[config.mk]
export PLATFORM = sky130hd
export DESIGN_NAME = detection_row_decoder
export DESIGN_NICKNAME = d
export VERILOG_FILES = /design/src/sv/drd_pkg.sv /design/src/sv/drd_front.sv /design/src/sv/drd_queue.sv /design/src/sv/drd_back.sv /design/src/sv/detection_row_decoder.sv
export SDC_FILE = /design/constraint.sdc
export NUM_CORES = 2
export LEC_CHECK = 0
export BUFFER_PORTS_ARGS = -buffer_cell sky130_fd_sc_hd__buf_2
export CORE_MARGIN = 4
export CORE_UTILIZATION = 56
export CTS_CLUSTER_SIZE = 12
export DETAILED_ROUTE_END_ITERATION = 8
export PLACE_DENSITY = 0.73
export SLEW_MARGIN = 20
export SYNTH_ARGS = -nofsm -noshare
export SYNTH_HDL_FRONTEND = slang
export SYNTH_SLANG_ARGS = --single-unit
[constraint.sdc]
create_clock -name clk -period 13.4 [get_ports clk]
set_input_delay 1.34 -clock clk [delete_from_list [all_inputs] [get_ports clk]]
set_output_delay 1.34 -clock clk [all_outputs]
set_load 0.1 [all_outputs]
[src/sv/drd_pkg.sv]
// Shared types, constants and arithmetic helpers for the detection row decoder.
// No dependencies; used by every module of the block.
package drd_pkg;

  localparam int MAX_CLASSES_DEF = 80;
  localparam int Q_DEPTH_DEF     = 4;
  localparam int CLS_W           = 7;
  localparam int VAL_W           = 16;
  localparam int CFG_IDX_W       = 3;
  localparam int CFG_DATA_W      = 64;
  localparam int MASK_W          = 80;

  localparam logic [CFG_IDX_W-1:0] REG_LAYOUT     = 3'd0;
  localparam logic [CFG_IDX_W-1:0] REG_SCORE_THR  = 3'd1;
  localparam logic [CFG_IDX_W-1:0] REG_OBJ_THR    = 3'd2;
  localparam logic [CFG_IDX_W-1:0] REG_X_SCALE    = 3'd3;
  localparam logic [CFG_IDX_W-1:0] REG_Y_SCALE    = 3'd4;
  localparam logic [CFG_IDX_W-1:0] REG_MASK_LOW   = 3'd5;
  localparam logic [CFG_IDX_W-1:0] REG_MASK_HIGH  = 3'd6;

  typedef struct packed {
    logic        layout_with_objectness;
    logic [15:0] score_threshold;
    logic [15:0] objectness_threshold;
    logic [15:0] x_scale;
    logic [15:0] y_scale;
    logic [63:0] class_mask_low;
    logic [15:0] class_mask_high;
  } cfg_t;

  // Detection record handed from front to back through the queue.
  typedef struct packed {
    logic [CLS_W-1:0] class_id;
    logic [VAL_W-1:0] score;
    logic [VAL_W-1:0] cx;
    logic [VAL_W-1:0] cy;
    logic [VAL_W-1:0] w;
    logic [VAL_W-1:0] h;
  } det_t;

  typedef struct packed {
    logic full;
    logic empty;
  } q_status_t;

  // Product in units of 2^-19: truncate toward zero, saturate to 13-bit signed.
  function automatic logic [12:0] sat_edge(input logic signed [34:0] p);
    logic        neg;
    logic [34:0] mag;
    logic [15:0] m;
    logic [12:0] r;
    neg = p[34];
    mag = neg ? 35'(-p) : 35'(p);
    m   = mag[34:19];
    if (neg) begin
      r = (m >= 16'd4096) ? 13'h1000 : 13'(-m[12:0]);
    end else begin
      r = (m > 16'd4095) ? 13'h0FFF : m[12:0];
    end
    return r;
  endfunction

  // Product in units of 2^-18: truncate, saturate to 4095.
  function automatic logic [11:0] sat_extent(input logic [31:0] p);
    logic [13:0] q;
    q = p[31:18];
    return (q > 14'd4095) ? 12'hFFF : q[11:0];
  endfunction

endpackage

[src/sv/drd_front.sv]
// Front end: accepts elements, tracks row position, box values and the class argmax,
// and pushes a detection record at a qualifying row end. Depends on drd_pkg.
module drd_front #(
  parameter int MAX_CLASSES = drd_pkg::MAX_CLASSES_DEF
) (
  input  logic                       clk,
  input  logic                       rst_n,
  input  drd_pkg::cfg_t              cfg,
  input  logic                       in_valid,
  output logic                       in_stall,
  input  logic [drd_pkg::VAL_W-1:0]  in_element_value,
  input  logic                       in_last_of_row,
  input  drd_pkg::q_status_t         q_stat,
  output logic                       q_push,
  output drd_pkg::det_t              q_wdata
);

  localparam logic [6:0] MaxCls = 7'(MAX_CLASSES);

  logic [6:0]                  pos_r;
  logic [drd_pkg::VAL_W-1:0]   box_r [4];
  logic [drd_pkg::VAL_W-1:0]   obj_r;
  logic [drd_pkg::VAL_W-1:0]   best_score_r, best_score_nxt;
  logic [drd_pkg::CLS_W-1:0]   best_class_r, best_class_nxt;

  logic [6:0]                  first;
  logic [6:0]                  idx;
  logic                        is_cls;
  logic                        upd;
  logic                        accept;
  logic                        emit;
  logic                        cls_en;
  logic [drd_pkg::MASK_W-1:0]  mask;

  assign in_stall = q_stat.full;
  assign accept   = in_valid && !in_stall;
  assign first    = 7'd4 + {6'd0, cfg.layout_with_objectness};
  assign is_cls   = pos_r >= first;
  assign idx      = pos_r - first;
  assign upd      = is_cls && (idx < MaxCls) &&
                    ((idx == 7'd0) || (in_element_value > best_score_r));
  assign best_score_nxt = upd ? in_element_value : best_score_r;
  assign best_class_nxt = upd ? idx : best_class_r;
  assign mask     = {cfg.class_mask_high, cfg.class_mask_low};
  assign cls_en   = (best_class_nxt < 7'd80) ? mask[best_class_nxt] : 1'b0;
  assign emit     = is_cls && in_last_of_row &&
                    (best_score_nxt > cfg.score_threshold) &&
                    (!cfg.layout_with_objectness || (obj_r >= cfg.objectness_threshold)) &&
                    cls_en;
  assign q_push   = accept && emit;

  always_comb begin
    q_wdata.class_id = best_class_nxt;
    q_wdata.score    = best_score_nxt;
    q_wdata.cx       = box_r[0];
    q_wdata.cy       = box_r[1];
    q_wdata.w        = box_r[2];
    q_wdata.h        = box_r[3];
  end

  always_ff @(posedge clk) begin
    if (!rst_n) begin
      pos_r        <= '0;
      box_r[0]     <= '0;
      box_r[1]     <= '0;
      box_r[2]     <= '0;
      box_r[3]     <= '0;
      obj_r        <= '0;
      best_score_r <= '0;
      best_class_r <= '0;
    end else if (accept) begin
      if (pos_r < 7'd4) begin
        box_r[pos_r[1:0]] <= in_element_value;
      end else if (!is_cls) begin
        obj_r <= in_element_value;
      end
      if (in_last_of_row) begin
        pos_r        <= '0;
        best_score_r <= '0;
        best_class_r <= '0;
      end else begin
        pos_r        <= (pos_r == 7'd127) ? pos_r : pos_r + 7'd1;
        best_score_r <= best_score_nxt;
        best_class_r <= best_class_nxt;
      end
    end
  end

endmodule

[src/sv/drd_queue.sv]
// Short queue of detection records between front and back ends.
// Depends on drd_pkg for the record type.
module drd_queue #(
  parameter int DEPTH = drd_pkg::Q_DEPTH_DEF
) (
  input  logic                       clk,
  input  logic                       rst_n,
  input  logic                       push,
  input  drd_pkg::det_t              wdata,
  input  logic                       pop,
  output drd_pkg::det_t              rdata,
  output drd_pkg::q_status_t         stat,
  output logic [$clog2(DEPTH+1)-1:0] count
);

  localparam int PW = (DEPTH > 1) ? $clog2(DEPTH) : 1;
  localparam int CW = $clog2(DEPTH + 1);
  localparam logic [PW-1:0] LastPtr = PW'(DEPTH - 1);
  localparam logic [CW-1:0] Full    = CW'(DEPTH);

  drd_pkg::det_t   mem [DEPTH];
  logic [PW-1:0]   wr_ptr_r, rd_ptr_r;
  logic [CW-1:0]   cnt_r;

  assign rdata      = mem[rd_ptr_r];
  assign stat.full  = (cnt_r == Full);
  assign stat.empty = (cnt_r == '0);
  assign count      = cnt_r;

  always_ff @(posedge clk) begin
    if (push) begin
      mem[wr_ptr_r] <= wdata;
    end
  end

  always_ff @(posedge clk) begin
    if (!rst_n) begin
      wr_ptr_r <= '0;
      rd_ptr_r <= '0;
      cnt_r    <= '0;
    end else begin
      if (push) begin
        wr_ptr_r <= (wr_ptr_r == LastPtr) ? '0 : wr_ptr_r + PW'(1);
      end
      if (pop) begin
        rd_ptr_r <= (rd_ptr_r == LastPtr) ? '0 : rd_ptr_r + PW'(1);
      end
      case ({push, pop})
        2'b10:   cnt_r <= cnt_r + CW'(1);
        2'b01:   cnt_r <= cnt_r - CW'(1);
        default: cnt_r <= cnt_r;
      endcase
    end
  end

endmodule

[src/sv/drd_back.sv]
// Back end: scales the box of each queued detection (multiply stage, then
// truncate/saturate into the output register). Depends on drd_pkg.
module drd_back (
  input  logic                       clk,
  input  logic                       rst_n,
  input  drd_pkg::cfg_t              cfg,
  input  drd_pkg::det_t              q_rdata,
  input  drd_pkg::q_status_t         q_stat,
  output logic                       q_pop,
  output logic                       out_valid,
  input  logic                       out_stall,
  output logic [drd_pkg::CLS_W-1:0]  out_class_id,
  output logic [drd_pkg::VAL_W-1:0]  out_score,
  output logic signed [12:0]         out_box_left,
  output logic signed [12:0]         out_box_top,
  output logic [11:0]                out_box_width,
  output logic [11:0]                out_box_height
);

  logic                        s1_valid_r;
  logic [drd_pkg::CLS_W-1:0]   s1_class_r;
  logic [drd_pkg::VAL_W-1:0]   s1_score_r;
  logic signed [34:0]          s1_pl_r, s1_pt_r;
  logic [31:0]                 s1_pw_r, s1_ph_r;

  logic signed [17:0]          dx, dy;
  logic signed [34:0]          pl_nxt, pt_nxt;
  logic                        out_valid_r;
  logic                        s2_open;
  logic                        s1_open;

  assign s2_open = !out_valid_r || !out_stall;
  assign s1_open = !s1_valid_r || s2_open;
  assign q_pop   = s1_open && !q_stat.empty;

  assign dx     = $signed({1'b0, q_rdata.cx, 1'b0}) - $signed({2'b00, q_rdata.w});
  assign dy     = $signed({1'b0, q_rdata.cy, 1'b0}) - $signed({2'b00, q_rdata.h});
  assign pl_nxt = dx * $signed({1'b0, cfg.x_scale});
  assign pt_nxt = dy * $signed({1'b0, cfg.y_scale});

  assign out_valid = out_valid_r;

  always_ff @(posedge clk) begin
    if (!rst_n) begin
      s1_valid_r  <= 1'b0;
      out_valid_r <= 1'b0;
    end else begin
      if (s1_open) begin
        s1_valid_r <= !q_stat.empty;
      end
      if (s2_open) begin
        out_valid_r <= s1_valid_r;
      end
    end
  end

  always_ff @(posedge clk) begin
    if (q_pop) begin
      s1_class_r <= q_rdata.class_id;
      s1_score_r <= q_rdata.score;
      s1_pl_r    <= pl_nxt;
      s1_pt_r    <= pt_nxt;
      s1_pw_r    <= 32'(q_rdata.w) * 32'(cfg.x_scale);
      s1_ph_r    <= 32'(q_rdata.h) * 32'(cfg.y_scale);
    end
    if (s2_open && s1_valid_r) begin
      out_class_id   <= s1_class_r;
      out_score      <= s1_score_r;
      out_box_left   <= drd_pkg::sat_edge(s1_pl_r);
      out_box_top    <= drd_pkg::sat_edge(s1_pt_r);
      out_box_width  <= drd_pkg::sat_extent(s1_pw_r);
      out_box_height <= drd_pkg::sat_extent(s1_ph_r);
    end
  end

endmodule

[src/sv/detection_row_decoder.sv]
// Detection row decoder top level: configuration registers, front end, queue, back end.
// Depends on drd_pkg, drd_front, drd_queue and drd_back.
//
// Usage:
//   in_*  : one row element per transaction (in_valid/in_stall). Rows are
//           x, y, w, h, [objectness], class scores; in_last_of_row ends a row.
//   out_* : one detection per qualifying row (out_valid/out_stall).
//   cfg_* : register writes (cfg_valid/cfg_ready); cfg_ready is always high.
//           Write only while no row is in flight and the output has drained.
// Throughput: one element per cycle while in_stall is low. The running argmax does one
// compare per element in the front end.
// The queue is written at the edge that accepts a row's last element; the record
// then passes the multiply stage and the output register before out_valid rises.
// The queue holds Q_DEPTH detections; when it is full in_stall is raised.
// Reset clears row state, queue and output valid, and loads register defaults.
// While out_stall is high the output holds; the back end keeps filling its
// multiply stage and the queue, then the front end stalls.
module detection_row_decoder #(
  parameter int MAX_CLASSES = drd_pkg::MAX_CLASSES_DEF,
  parameter int Q_DEPTH     = drd_pkg::Q_DEPTH_DEF
) (
  input  logic                            clk,
  input  logic                            rst_n,
  input  logic                            in_valid,
  output logic                            in_stall,
  input  logic [drd_pkg::VAL_W-1:0]       in_element_value,
  input  logic                            in_last_of_row,
  output logic                            out_valid,
  input  logic                            out_stall,
  output logic [drd_pkg::CLS_W-1:0]       out_class_id,
  output logic [drd_pkg::VAL_W-1:0]       out_score,
  output logic signed [12:0]              out_box_left,
  output logic signed [12:0]              out_box_top,
  output logic [11:0]                     out_box_width,
  output logic [11:0]                     out_box_height,
  input  logic                            cfg_valid,
  output logic                            cfg_ready,
  input  logic [drd_pkg::CFG_IDX_W-1:0]   cfg_index,
  input  logic [drd_pkg::CFG_DATA_W-1:0]  cfg_data
);

  drd_pkg::cfg_t               cfg_r;
  drd_pkg::det_t               q_wdata, q_rdata;
  drd_pkg::q_status_t          q_stat;
  logic                        q_push, q_pop;
  logic [$clog2(Q_DEPTH+1)-1:0] q_count;

  assign cfg_ready = 1'b1;

  always_ff @(posedge clk) begin
    if (!rst_n) begin
      cfg_r.layout_with_objectness <= 1'b0;
      cfg_r.score_threshold        <= 16'd29491;
      cfg_r.objectness_threshold   <= 16'd16384;
      cfg_r.x_scale                <= 16'd4096;
      cfg_r.y_scale                <= 16'd4096;
      cfg_r.class_mask_low         <= 64'd172;
      cfg_r.class_mask_high        <= 16'd0;
    end else if (cfg_valid && cfg_ready) begin
      case (cfg_index)
        drd_pkg::REG_LAYOUT:    cfg_r.layout_with_objectness <= cfg_data[0];
        drd_pkg::REG_SCORE_THR: cfg_r.score_threshold        <= cfg_data[15:0];
        drd_pkg::REG_OBJ_THR:   cfg_r.objectness_threshold   <= cfg_data[15:0];
        drd_pkg::REG_X_SCALE:   cfg_r.x_scale                <= cfg_data[15:0];
        drd_pkg::REG_Y_SCALE:   cfg_r.y_scale                <= cfg_data[15:0];
        drd_pkg::REG_MASK_LOW:  cfg_r.class_mask_low         <= cfg_data;
        drd_pkg::REG_MASK_HIGH: cfg_r.class_mask_high        <= cfg_data[15:0];
        default: ;
      endcase
    end
  end

  drd_front #(
    .MAX_CLASSES(MAX_CLASSES)
  ) u_front (
    .clk              (clk),
    .rst_n            (rst_n),
    .cfg              (cfg_r),
    .in_valid         (in_valid),
    .in_stall         (in_stall),
    .in_element_value (in_element_value),
    .in_last_of_row   (in_last_of_row),
    .q_stat           (q_stat),
    .q_push           (q_push),
    .q_wdata          (q_wdata)
  );

  drd_queue #(
    .DEPTH(Q_DEPTH)
  ) u_queue (
    .clk   (clk),
    .rst_n (rst_n),
    .push  (q_push),
    .wdata (q_wdata),
    .pop   (q_pop),
    .rdata (q_rdata),
    .stat  (q_stat),
    .count (q_count)
  );

  drd_back u_back (
    .clk            (clk),
    .rst_n          (rst_n),
    .cfg            (cfg_r),
    .q_rdata        (q_rdata),
    .q_stat         (q_stat),
    .q_pop          (q_pop),
    .out_valid      (out_valid),
    .out_stall      (out_stall),
    .out_class_id   (out_class_id),
    .out_score      (out_score),
    .out_box_left   (out_box_left),
    .out_box_top    (out_box_top),
    .out_box_width  (out_box_width),
    .out_box_height (out_box_height)
  );

`ifndef SYNTH
  a_no_push_full: assert property (@(posedge clk) disable iff (!rst_n)
    !(q_push && q_stat.full))
    else $error("queue written while full");

  a_no_pop_empty: assert property (@(posedge clk) disable iff (!rst_n)
    !(q_pop && q_stat.empty))
    else $error("queue read while empty");

  a_count_bound: assert property (@(posedge clk) disable iff (!rst_n)
    (q_count <= ($clog2(Q_DEPTH+1))'(Q_DEPTH)))
    else $error("queue count out of range");

  a_stall_when_full: assert property (@(posedge clk) disable iff (!rst_n)
    q_stat.full |-> in_stall)
    else $error("input not stalled with full queue");
`endif

endmodule
== Word-level counts from Yosys, hierarchy flattened ==
Memory sizes are Yosys's and may differ from the RTL's. A register that Yosys moved wholly into a read port is not among the register bits.
Index checks and enable logic that the tools add are counted.
Cells by class
  mux-type cells: 32
  bitwise gates (word level): 2
  order comparisons: 14
  equal/unequal tests: 13
  $add $sub $neg: 13
  multiply operators: 4
  reduce and logical (&&, ||, !) cells: 34
Operators with widths (number)
  13-bit 2-to-1 mux: 6
  18-bit by 17-bit multiplier with 35-bit output: 2
  35-bit 2-to-1 mux: 2
  35-bit negation: 2
  16-bit by 16-bit multiplier with 32-bit output: 2
  16-bit 2-to-1 mux: 3
  17-bit by 16-bit subtractor with 18-bit output: 2
  16-bit by 13-bit >= comparator with 1-bit output (second input constant): 2
  16-bit by 12-bit greater-than comparator with 1-bit output (second input constant): 2
  16-bit greater-than comparator: 2
  14-bit by 12-bit greater-than comparator with 1-bit output (second input constant): 2
  7-bit 2-to-1 mux: 4
  13-bit negation: 2
  16-bit >= comparator: 1
  2-bit AND reduction: 8
  16-bit OR reduction: 1
  7-bit less-than comparator (second input constant): 2
  3-bit equality test (second input constant): 4
  1-bit logical AND: 10
  1-bit 2-to-1 mux: 10
  2-bit 2-to-1 mux: 5
  7-bit by 8-bit less-than comparator with 1-bit output (second input constant): 1
  7-bit by 1-bit adder with 7-bit output (second input constant): 1
  1-bit binary-select mux with 7-bit select: 1
  other kinds (21): 35
Storage, ports and cells
  logic and storage cells: 142
  output and inout port bits: 76
  register bits after elaboration: 430
  memories kept: 2
  input bits: 89
  memory bits (writable): 412
Memory list
  u_queue.mem: words 4, width 87, read ports 1, clocked after memory_dff 1, write ports 1, line drd_queue.sv:21  | drd_pkg::det_t mem [DEPTH];
  u_front.box_r: words 4, width 16, read ports 4, clocked after memory_dff 0, write ports 4, line drd_front.sv:21  | logic [drd_pkg::VAL_W-1:0] box_r [4];

== Longest topological paths before layout ==
  word-level depth: 13
  gate-level depth with buffers: 46
  mapped depth without buffers: 42

== By module ==
From an unflattened synthesis, not the netlist that was laid out.
Unflattened totals
  cells, all modules: 7271
  area, all modules: 75269.7 µm²
Modules (own cells, without submodules)
  drd_back: area each 49941.6 µm², seq. area each 5865.6 µm², instances 1, cells an instance 5555
  drd_queue: area each 13018.7 µm², seq. area each 10630.2 µm², instances 1, cells an instance 502
  drd_front: area each 6617.6 µm², seq. area each 2842.7 µm², instances 1, cells an instance 652
  detection_row_decoder: area each 5691.7 µm², seq. area each 2902.8 µm², instances 1, cells an instance 562

== Least setup slack after synthesis ==
OpenSTA, ideal clock, no wires.
  path type: reg2reg
  start: register with a tool-made name
  end: register u_back.s1_pt_r[33] (data pin)
  period minus slack after synthesis: 11.186 ns
  data required time: 13.135 ns
  setup slack: 2.214 ns
  library setup time: 0.265 ns
  buffers on the path: 5
  cell stages (with the launch flop): 40
  arrival: 10.921 ns
  cell sequence: dfxtp_1 -> buf_2 -> buf_1 -> clkbuf_1 -> buf_1 -> mux4_2 -> fa_1 -> a21o_1 -> a21oi_1 -> o21bai_1 -> a21oi_1 -> o21ai_0 -> a21oi_1 -> o21bai_1 -> a21oi_1 -> o21ai_0 -> a21o_1 -> a21oi_1 -> [4 not listed] -> fa_1 -> fa_1 -> inv_1 -> fa_1 -> fa_1 -> inv_1 -> fa_1 -> inv_1 -> ha_1 -> a2111o_1 -> a211o_1 -> a221o_1 -> a221oi_1 -> o21ai_0 -> or4_1 -> a31oi_1 -> o21ai_0 -> xor2_1
RTL lines
  end signal, assigned: line drd_back.sv:62  | s1_pt_r <= pt_nxt;
  end, declared: line drd_back.sv:23  | logic signed [34:0] s1_pl_r, s1_pt_r;

==> qor.csv <==
stage,metric,value,unit
status,status,finished clean,
synth,ys_top_cells_by_area,"fa_1, edfxtp_1, ha_1",
routing,drtPass1Iterations,6,
global_route,grt_max_degree,93,
cts,cts_made_buffers,87,
critical_path,cp.arrival,11.76,ns
floorplanning,io_pins,165,
critical_path,cp_top_family,compound AO/OA/AOI/OAI gates,
power_and_ir_drop,peakVddDrop,0.2016,mV
sta,finClkSkew,0.04835,ns
routing,drtIter0Drc,3757,
sta,slew_viol_final,0,
cts,cts_setup_buffers,0,
floorplanning,core_area,126400,sq um
power_and_ir_drop,power_leakage,33.90,nW
cts,hold_buffers,0,
routing,routed_wirelength,167.9,mm
sta,tightestPinTransition,1.083,ns
cts,cts_num_sinks,808,
cts,clk_latency,0.70,ns
finish,areaGrowthSynthToFinish,7.479,%
sta,timing_hold_violations_final,0,
global_route,grt_first_pass_wirelength,272.7,mm
power_and_ir_drop,p_per_area,174.9,nW/um^2
floorplanning,dieHeight,365.6,um
critical_path,critPathMaxFanout,43,
sta,min_period_over_period,0.8480,
finish,final_cell_mix,"inv_1, nand2_1, fa_1, edfxtp_1, and2_1",
cts,post_cts_resize_count,0,
cts,path_clk_slew,0.06,ns
synth,yosys.area.top_type,fa_1,
sta,finalSetupTns,0,ns
critical_path,required,13.80,ns
finish,mostFrequentLayoutCell,inv_1,
critical_path,crit_slowest_cell,dfxtp_4,
cts,cts_tree,yes,
critical_path,rrSetupSlack,2.04,ns
critical_path,crit_buf_inv,5,
routing,drc_errors,0,
synth,synth-seq-area-share,0.3106,
routing,wire_per_inst,19.54,um
global_route,antenna_found_initial,5,
floorplanning,rows,130,
critical_path,critical_path.most_common_cell,fa_1,
sta,holdWs,0.4186,ns
critical_path,cp-end-kind,register,
floorplanning,die_w,365.6,um
run,drv_cap,0,
critical_path,slowest_delay,0.95,ns
place,gp_congestion,0.9161,
floorplanning,start_util,0.5666,
routing,ant_nets,0,
synth,synthFlopType,edfxtp_1,
place,dp_hpwl,121.3,mm
finish,design_area,76970,sq um
floorplanning,dieArea,133700,sq um
place,dpl.cell_count,8428,
sta,rsz0062_at_grt,false,
synth,synth_cells,6825,
global_route,grt.overflow.total,0,
synth,synthArstFlopShare,0,
critical_path,start_kind,register,
sta,relSlewSlack,0.2764,
routing,vias_per_cell,5.590,
global_route,grt_pass1_vias,50260,
synth,synth_cell_type_count,93,
routing,num_vias,48040,
sta,fmax,88.01,MHz
synth,synth_edf_count,606,
synth,netlist.area_leader.share,0.2692,
synth,synth-seq-cells,808,
cts,htree_levels,3,
place,placed_area,74130,sq um
finish,fin_cells,8593,
worst_hold_path,min_path_type,reg2reg,
power_and_ir_drop,power,13.46,mW
sta,setup_viol,0,
synth,netlist_area,71610,sq um
synth,syn_nets,8348,
global_route,track_usage,0.2598,
finish,nets,8391,
synth,synth_warnings,0,
synth,avgSynthCellArea,10.49,sq um
cts,clockBufferDepth,3,
finish,drive_above_1_share,0.07578,
cts,cts-root-buf,clkbuf_16,
sta,min_period,11.36,ns
critical_path,crit_type,reg2reg,
place,portBuffers,163,
[layout make-up]
cell class	instances	area, sq um
fill	10020	49410
multi-input combinational	4413	43440
sequential	808	22250
inverter	1307	4913
clock buffer	136	2471
tap	1650	2064
timing repair buffer	251	1499
clock inverter	26	325.3
antenna	2	5.005
[state kept, by name, indices dropped and copies added, names as in the netlist, 12 cells and up, named ones only]
name and cells:
cfg_r 145, u_back.out_box_height 12, u_back.out_box_left 13, u_back.out_box_top 13, u_back.out_box_width 12, u_back.out_score 16, u_back.s1_ph_r 15, u_back.s1_pl_r 34
u_back.s1_pt_r 34, u_back.s1_pw_r 15, u_back.s1_score_r 16, u_front.best_score_r 16, u_front.box_r 64, u_front.obj_r 16, u_queue.mem 348
[through the flow]
| step | worst slack, ns | util |
|---|---|---|
| after floorplan | 2.214 | - |
| after global placement | 2.187 | 0.5866 |
| after detailed placement | 2.110 | 0.5866 |
| after CTS | 2.005 | 0.6087 |
| after global routing | 1.116 | 0.6090 |
| final | 2.037 | 0.6090 |
[layer usage]
| metal | track usage | share of wire | vias up | wire [um] |
|---|---|---|---|---|
| li1 | - | - | 21730 | - |
| met1 | 0.3595 | 0.42 | 24230 | 70760 |
| met2 | 0.4254 | 0.47 | 1789 | 78880 |
| met3 | 0.04368 | 0.078 | 285 | 13060 |
| met4 | 0.07808 | 0.031 | 0 | 5215 |
| met5 | 0 | 0 | - | 0 |
[cells in the mapped netlist, types with 69 or more instances]
| cell | n |
|---|---|
| edfxtp_1 | 606 |
| xnor2_1 | 119 |
| a21oi_1 | 108 |
| dfxtp_1 | 202 |
| ha_1 | 471 |
| nor2_1 | 124 |
| fa_1 | 963 |
| nor2b_1 | 69 |
| a21boi_0 | 156 |
| mux4_2 | 89 |
| nand2_1 | 1026 |
| and2_1 | 524 |
| clkbuf_1 | 265 |
| inv_1 | 1303 |
| o21ai_0 | 120 |
[worst paths after layout]
path / cells past startpoint / startpoint / to
setup / recovery: 37 / register / u_back.s1_pl_r[32]
hold reg to reg: 0 / u_back.s1_score_r[11] / u_back.out_score[11]
setup reg to reg: 37 / register / u_back.s1_pl_r[32]
hold / removal: 0 / u_back.s1_score_r[11] / u_back.out_score[11]
[where the power goes]
group          internal [mW]  switching [mW]
Sequential              3.27           0.239
Clock                   1.34            1.02
Combinational           2.74            4.85
[cells by family after synthesis]
group                      Yosys count  synth area share
adders and majority gates         1443            0.3527
xor gates and xnor gates           158           0.01943
buffers and inverters             1604           0.08472
other                                1        0.00005236
AOI/OAI and AO/OA                  636           0.06052
muxes                              132           0.03426
DFF                                808            0.3106
and+or+nand+nor                   2043            0.1377
No activity file was read; power rests on OpenSTA's default activity.
